## src/rtl/vertex_axis_rotate_translate_unit_assert.svh

```systemverilog
// Assertion macros shared by the vertex transform RTL.
`ifndef VERTEX_AXIS_ROTATE_TRANSLATE_UNIT_ASSERT_SVH
`define VERTEX_AXIS_ROTATE_TRANSLATE_UNIT_ASSERT_SVH

// Same-cycle implication, checked on every rising edge outside reset.
`define VART_ASSERT_IMPL(label, ante, cons, msg) \
  label: assert property (@(posedge clk) disable iff (rst) (ante) |-> (cons)) \
    else $error(msg);

// Next-cycle implication, checked on every rising edge outside reset.
`define VART_ASSERT_NEXT(label, ante, cons, msg) \
  label: assert property (@(posedge clk) disable iff (rst) (ante) |=> (cons)) \
    else $error(msg);

`endif

```

## src/rtl/vart_pkg.sv

```systemverilog
// Types, constants and helper functions of the vertex rotate and translate unit.
package vart_pkg;

  localparam int COORD_W   = 32;
  localparam int ANGLE_W   = 16;
  localparam int TURN_W    = 32;
  localparam int TRIG_W    = 32;
  localparam int PROD_W    = COORD_W + TRIG_W;
  localparam int SAT_IN_W  = PROD_W + 1 - 30;
  localparam int ATAN_COUNT = 24;

  localparam int S_TDATA_W = ((ANGLE_W + 6 * COORD_W + 7) / 8) * 8;
  localparam int M_TDATA_W = ((3 * COORD_W + 7) / 8) * 8;
  localparam int S_TUSER_W = 3;

  localparam logic signed [TRIG_W-1:0] TRIG_GAIN = 32'sd652032874;
  localparam logic signed [PROD_W:0]   HALF_LSB  = 65'sd536870912;

  localparam logic OP_TRANSLATE = 1'b0;
  localparam logic OP_ROTATE    = 1'b1;

  localparam logic [1:0] AXIS_X    = 2'd0;
  localparam logic [1:0] AXIS_Y    = 2'd1;
  localparam logic [1:0] AXIS_Z    = 2'd2;
  localparam logic [1:0] AXIS_KEEP = 2'd3;

  localparam logic [1:0] QUAD_0 = 2'd0;
  localparam logic [1:0] QUAD_1 = 2'd1;
  localparam logic [1:0] QUAD_2 = 2'd2;
  localparam logic [1:0] QUAD_3 = 2'd3;

  typedef struct packed {
    logic signed [TRIG_W-1:0] x;
    logic signed [TRIG_W-1:0] y;
    logic signed [TRIG_W-1:0] z;
  } trig_t;

  typedef struct packed {
    logic                      keep;
    logic [1:0]                axis;
    logic [1:0]                quad;
    logic signed [COORD_W-1:0] vx;
    logic signed [COORD_W-1:0] vy;
    logic signed [COORD_W-1:0] vz;
  } vtx_t;

  // Arctangent of 2^-i in units of 2^-32 turn.
  function automatic logic signed [TRIG_W-1:0] atan_step(input int i);
    logic signed [TRIG_W-1:0] a;
    case (i)
      0:       a = 32'sd536870912;
      1:       a = 32'sd316933406;
      2:       a = 32'sd167458907;
      3:       a = 32'sd85004756;
      4:       a = 32'sd42667331;
      5:       a = 32'sd21354465;
      6:       a = 32'sd10679838;
      7:       a = 32'sd5340245;
      8:       a = 32'sd2670163;
      9:       a = 32'sd1335087;
      10:      a = 32'sd667544;
      11:      a = 32'sd333772;
      12:      a = 32'sd166886;
      13:      a = 32'sd83443;
      14:      a = 32'sd41722;
      15:      a = 32'sd20861;
      16:      a = 32'sd10430;
      17:      a = 32'sd5215;
      18:      a = 32'sd2608;
      19:      a = 32'sd1304;
      20:      a = 32'sd652;
      21:      a = 32'sd326;
      22:      a = 32'sd163;
      23:      a = 32'sd81;
      default: a = '0;
    endcase
    return a;
  endfunction

  // Clamps a wide signed value to the signed coordinate range.
  function automatic logic signed [COORD_W-1:0] sat_coord(
    input logic signed [SAT_IN_W-1:0] v
  );
    logic [SAT_IN_W-COORD_W:0] hi;
    logic signed [COORD_W-1:0] r;
    hi = v[SAT_IN_W-1:COORD_W-1];
    if ((&hi) || !(|hi)) begin
      r = v[COORD_W-1:0];
    end else if (v[SAT_IN_W-1]) begin
      r = {1'b1, {(COORD_W-1){1'b0}}};
    end else begin
      r = {1'b0, {(COORD_W-1){1'b1}}};
    end
    return r;
  endfunction

endpackage

```

## src/rtl/vart_cordic_cell.sv

```systemverilog
// One rotation-mode CORDIC cell of the sine and cosine chain.
module vart_cordic_cell #(
  parameter int STAGE = 0
) (
  input  logic           clk,
  input  logic           rst,
  input  logic           in_valid,
  output logic           in_ready,
  input  vart_pkg::trig_t in_trig,
  input  vart_pkg::vtx_t  in_vtx,
  output logic           out_valid,
  input  logic           out_ready,
  output vart_pkg::trig_t out_trig,
  output vart_pkg::vtx_t  out_vtx
);

  logic                              valid;
  vart_pkg::trig_t                   trig;
  vart_pkg::trig_t                   trig_next;
  vart_pkg::vtx_t                    vtx;
  logic signed [vart_pkg::TRIG_W-1:0] xi;
  logic signed [vart_pkg::TRIG_W-1:0] yi;
  logic signed [vart_pkg::TRIG_W-1:0] zi;
  logic signed [vart_pkg::TRIG_W-1:0] dx;
  logic signed [vart_pkg::TRIG_W-1:0] dy;

  localparam logic signed [vart_pkg::TRIG_W-1:0] ATAN = vart_pkg::atan_step(STAGE);

  assign in_ready = !valid || out_ready;

  assign xi = in_trig.x;
  assign yi = in_trig.y;
  assign zi = in_trig.z;
  assign dx = yi >>> STAGE;
  assign dy = xi >>> STAGE;

  // Turn towards zero residual angle.
  always_comb begin
    if (!zi[vart_pkg::TRIG_W-1]) begin
      trig_next.x = xi - dx;
      trig_next.y = yi + dy;
      trig_next.z = zi - ATAN;
    end else begin
      trig_next.x = xi + dx;
      trig_next.y = yi - dy;
      trig_next.z = zi + ATAN;
    end
  end

  always_ff @(posedge clk) begin
    if (rst) begin
      valid <= 1'b0;
    end else if (in_ready) begin
      valid <= in_valid;
    end
  end

  always_ff @(posedge clk) begin
    if (in_ready && in_valid) begin
      trig <= trig_next;
      vtx  <= in_vtx;
    end
  end

  assign out_valid = valid;
  assign out_trig  = trig;
  assign out_vtx   = vtx;

endmodule

```

## config.mk

```make
export PLATFORM = sky130hd
export DESIGN_NAME = vart_cordic_cell
export DESIGN_NICKNAME = d
export VERILOG_FILES = /design/src/rtl/vertex_axis_rotate_translate_unit_assert.svh /design/src/rtl/vart_pkg.sv /design/src/rtl/vart_cordic_cell.sv
export SDC_FILE = /design/constraint.sdc
export NUM_CORES = 1
export LEC_CHECK = 0
export BUFFER_PORTS_ARGS = -buffer_cell sky130_fd_sc_hd__clkbuf_2
export CAP_MARGIN = 25
export CELL_PAD_IN_SITES_DETAIL_PLACEMENT = 1
export CELL_PAD_IN_SITES_GLOBAL_PLACEMENT = 1
export CORE_MARGIN = 1.5
export CORE_UTILIZATION = 35
export DETAILED_ROUTE_END_ITERATION = 12
export GPL_TIMING_DRIVEN = 0
export PLACE_DENSITY_LB_ADDON = 0.1
export SLEW_MARGIN = 30
export SYNTH_ARGS = -nofsm -noshare
export SYNTH_HDL_FRONTEND = slang
export SYNTH_SLANG_ARGS = --single-unit
```

## constraint.sdc

```tcl
create_clock -name clk -period 6.53 [get_ports clk]
set_clock_uncertainty 0.2 [all_clocks]
set_input_delay 1.306 -clock clk [delete_from_list [all_inputs] [get_ports clk]]
set_output_delay 1.306 -clock clk [all_outputs]
set_load 0.02 [all_outputs]
```

Word level (Yosys, flattened, before mapping)
Index checks and enable logic that the tools add are counted.

cells by class
  add/subtract/negate cells = 5
  multiplexer cells = 1
  reduce and logical (&&, ||, !) cells = 3

operator list
  cell                                                 number
  2-to-1 mux 96 bit                                    1
  subtractor 32 bit                                    2
  adder 32 x 31 -> 32 bit, second input constant       1
  adder 32 bit                                         1
  subtractor 32 x 31 -> 32 bit, second input constant  1
  logical AND 1 bit                                    1
  zero test 1 bit                                      1
  logical OR 1 bit                                     1

word-level totals
  word-level logic and storage cells = 19
  bits in registers = 198
  input port bits = 201
  output and inout bits = 199

Depth between registers and ports, before layout
  word-level depth = 3
  mapped depth = 13
  gate-level depth less buffers = 12

Worst setup path before layout
OpenSTA, ideal clock, no wires.

  path type = input to register
  from = in out_ready
  to = reg trig (netlist bit out_trig[0]) (enable)
  setup time = 0.580 ns
  buffers on the path = 0
  required time = 5.750 ns
  path slack = -0.322 ns
  arrival = 6.072 ns
  stages = 2
  cell sequence = nand2b_1 -> and2_1

on the way
  cells in the longest elaborated chain, start to end = 2

ends and longest elaborated chain
  item                    line                    source
  start: declaration      vart_cordic_cell.sv:12  input logic out_ready,
  logical OR 1 bit        vart_cordic_cell.sv:29  assign in_ready = !valid || out_ready;
  logical AND 1 bit       vart_cordic_cell.sv:59  if (in_ready && in_valid) begin
  end signal: assignment  vart_cordic_cell.sv:60  trig <= trig_next;
  end: declaration        vart_cordic_cell.sv:18  vart_pkg::trig_t trig;

No other way between the ends.
A chain may end at the register's enable or synchronous reset.

==> reports/metrics.cfg <==
[sta]
setup_slack_ns=2.23
whs_ns=0.372
fmax_mhz=233
fin_crit_sh=0.659
relSlewSlack=0.354
rsz0062_at_grt=false
worst-slew-pin-transition_ns=0.969
finalHoldViolations=0
drv_slew=0
fin_setup_tns_ns=0
setup_viol=0
period_needed_ns=4.30

[placed_design]
routabilityCongestion=0.883
place_inst=1891
numPortBuffers=399
place_ws_ns=1.84
hpwl_um=34900

[cts]
hold_buffers=0
cts_buffers=17
clock_latency_ns=0.45
path_clk_slew_ns=0.09
htree_levels=4
cts_root_buf=clkbuf_16
cts_setup_buffers=0
cts.sinks=197
cts_tree=built
cts-resized-gates=0
ctsLongestPathBuffers=2

[drt]
postRouteWirelength_um=43000
drcViolationCount=0
viasPerCell=5.11
wl_per_cell_um=22.3
drt_pre_antenna_iters=5
vias=9846
first_iter_violations=561
drtAntennaViolNets=0

[floorplan]
chipWidth_um=185
start_util=0.355
die-height_um=185
core_area_sq_um=32500
core.rowCount=66
dieArea_sq_um=34100
io_pins=400

[synth]
yosys.area_share.adder=0.109
synth-simple-area-share=0.0930
yosys.cell_types.count=91
synth_top_area_frac=0.509
ys_seq_elements=197
synth_most_common_cell=edfxtp_1
ys_warn_count=0
synth_top_family_by_area=compound AO/OA/AOI/OAI gates
synth.top_cells.by_area=edfxtp_1, ha_1, a21oi_1, xnor2_1, inv_1
synthesis.nets=1345
synth_edf_count=196
synthXorXnorAreaFrac=0.0439
async_flop_share=0
yosys-mux-area-fraction=0.00519
synth_compound_area_frac=0.187
synthCells=1046
yosys-top-cells-count=edfxtp_1, a21oi_1, inv_1
ys.flop_type=edfxtp_1
yosysTopAreaCell=edfxtp_1
avgSynthCellArea_sq_um=11.1
ys_seq_area_frac=0.511
synthesis.area_sq_um=11600

[grt]
grt_overflow_total=0
antenna_found_initial=3
grtUsageTotal=0.249
grt_start_max_net_pins=52
grt_pass1_wl_um=62500
grt_pass1_vias=10000

[cells_and_area]
drive_above_1_share=0.338
multiInputGateArea_sq_um=5060
filler_cell_count=3792
nets=1767
seq_area_sq_um=5910
area_growth_syn_to_layout_pct=28.3
fin_cells=1925

[worst_setup_path]
startpoint_type=input port
critPathCaptureType=flop
path_class=input port to flop
worstPathArrival_ns=4.31
crit_fanout=10
cp.required_ns=6.54

[power]
ir_worst_vdd_uv=185
p_leak_nw=6.62
powerDensity_nw_per_um2=246
p_total_mw=3.65

[flow_run]
max_cap_violations=0

[run_status]
status=complete, no violations

[min_path]
hold_path_class=flop to flop

[metal layers]
metal / vias to the layer above / part of all wire / global-route usage
li1: 4632 / - / -
met1: 4830 / 0.41 / 0.305
met2: 326 / 0.50 / 0.433
met3: 54 / 0.069 / 0.0565
met4: 4 / 0.024 / 0.0816
met5: - / 0.00070 / 0
[report_power, final]
group / total, mW / switching, mW / internal [mW]
clock: 1.11 / 0.576 / 0.529
combinational: 0.982 / 0.643 / 0.339
sequential: 1.56 / 0.0278 / 1.53
total: 3.65 / 1.25 / 2.40
[cell usage in the layout, fill, tap and decap left out, types with 5 or more instances in the layout]
master,n
clkbuf_2,400
edfxtp_1,196
a21oi_1,100
inv_1,95
ha_1,94
nor2_1,86
nand2_1,56
o21ai_0,52
xnor2_1,51
a21o_1,26
o21bai_1,20
nor3_1,19
clkbuf_16,17
clkbuf_1,16
buf_2,15
nand2b_1,10
nand3_1,9
nand4_1,9
nor2b_1,8
a31oi_1,8
o21ai_1,8
a211oi_1,8
o22ai_1,8
o21a_1,7
o211ai_1,7
xor2_1,7
a211o_1,6
mux2i_1,6
buf_1,5
a21oi_2,5
clkinv_8,5
[critical path, stage by stage]
cell	delay, ns
clkbuf_2	0.13
inv_1	0.06
ha_1	0.30
buf_4	0.19
and4_4	0.30
o21ai_2	0.07
a31oi_1	0.39
o31ai_2	0.23
a31oi_1	0.32
a31oi_1	0.19
o31ai_1	0.48
o21ai_0	0.17
o2bb2ai_1	0.16
[flip-flops by register name (all words and copies together), names as in the netlist]
| name | flops |
|---|---|
| out_vtx | 101 |
| out_valid | 1 |
| out_trig | 95 |
[cell type report]
class / instances / share of cell area
sequential: 197 / 0.398
multi-input combinational: 705 / 0.341
timing repair buffer: 403 / 0.141
tap: 442 / 0.0373
clock buffer: 17 / 0.0287
inverter: 100 / 0.0253
buffer: 44 / 0.0150
clock inverter: 15 / 0.0130
antenna: 2 / 0.000337
[metrics by stage]
step / cell area (sq um) / utilization
2_1_floorplan: 11600 / -
5_1_grt: 14800 / 0.456
3_5_place_dp: 14200 / 0.437
6_report: 14800 / 0.456
4_1_cts: 14800 / 0.456
3_3_place_gp: 14100 / 0.434
[worst paths after layout]
path | startpoint | to | slack, ns | depth (start not counted)
setup / recovery | in_trig[40] | out_trig[57] | 2.23 | 13
hold / removal | out_valid | out_valid | 0.37 | 2
setup reg to reg | out_valid | out_trig[83] | 4.51 | 4
hold reg to reg | out_valid | out_valid | 0.37 | 2
[cell families (layout without fill, tap and decap cells)]
kind of cell | after synthesis | count (layout)
AO/OA/AOI/OAI | 314 | 314
buffers and inverters | 144 | 579
flip-flops | 197 | 197
other | 0 | 2
adder cells (fa/ha/maj) | 98 | 98
XOR/XNOR | 58 | 58
multiplexers | 6 | 6
AND/OR/NAND/NOR | 229 | 229
No activity file was read; power rests on OpenSTA's default activity.
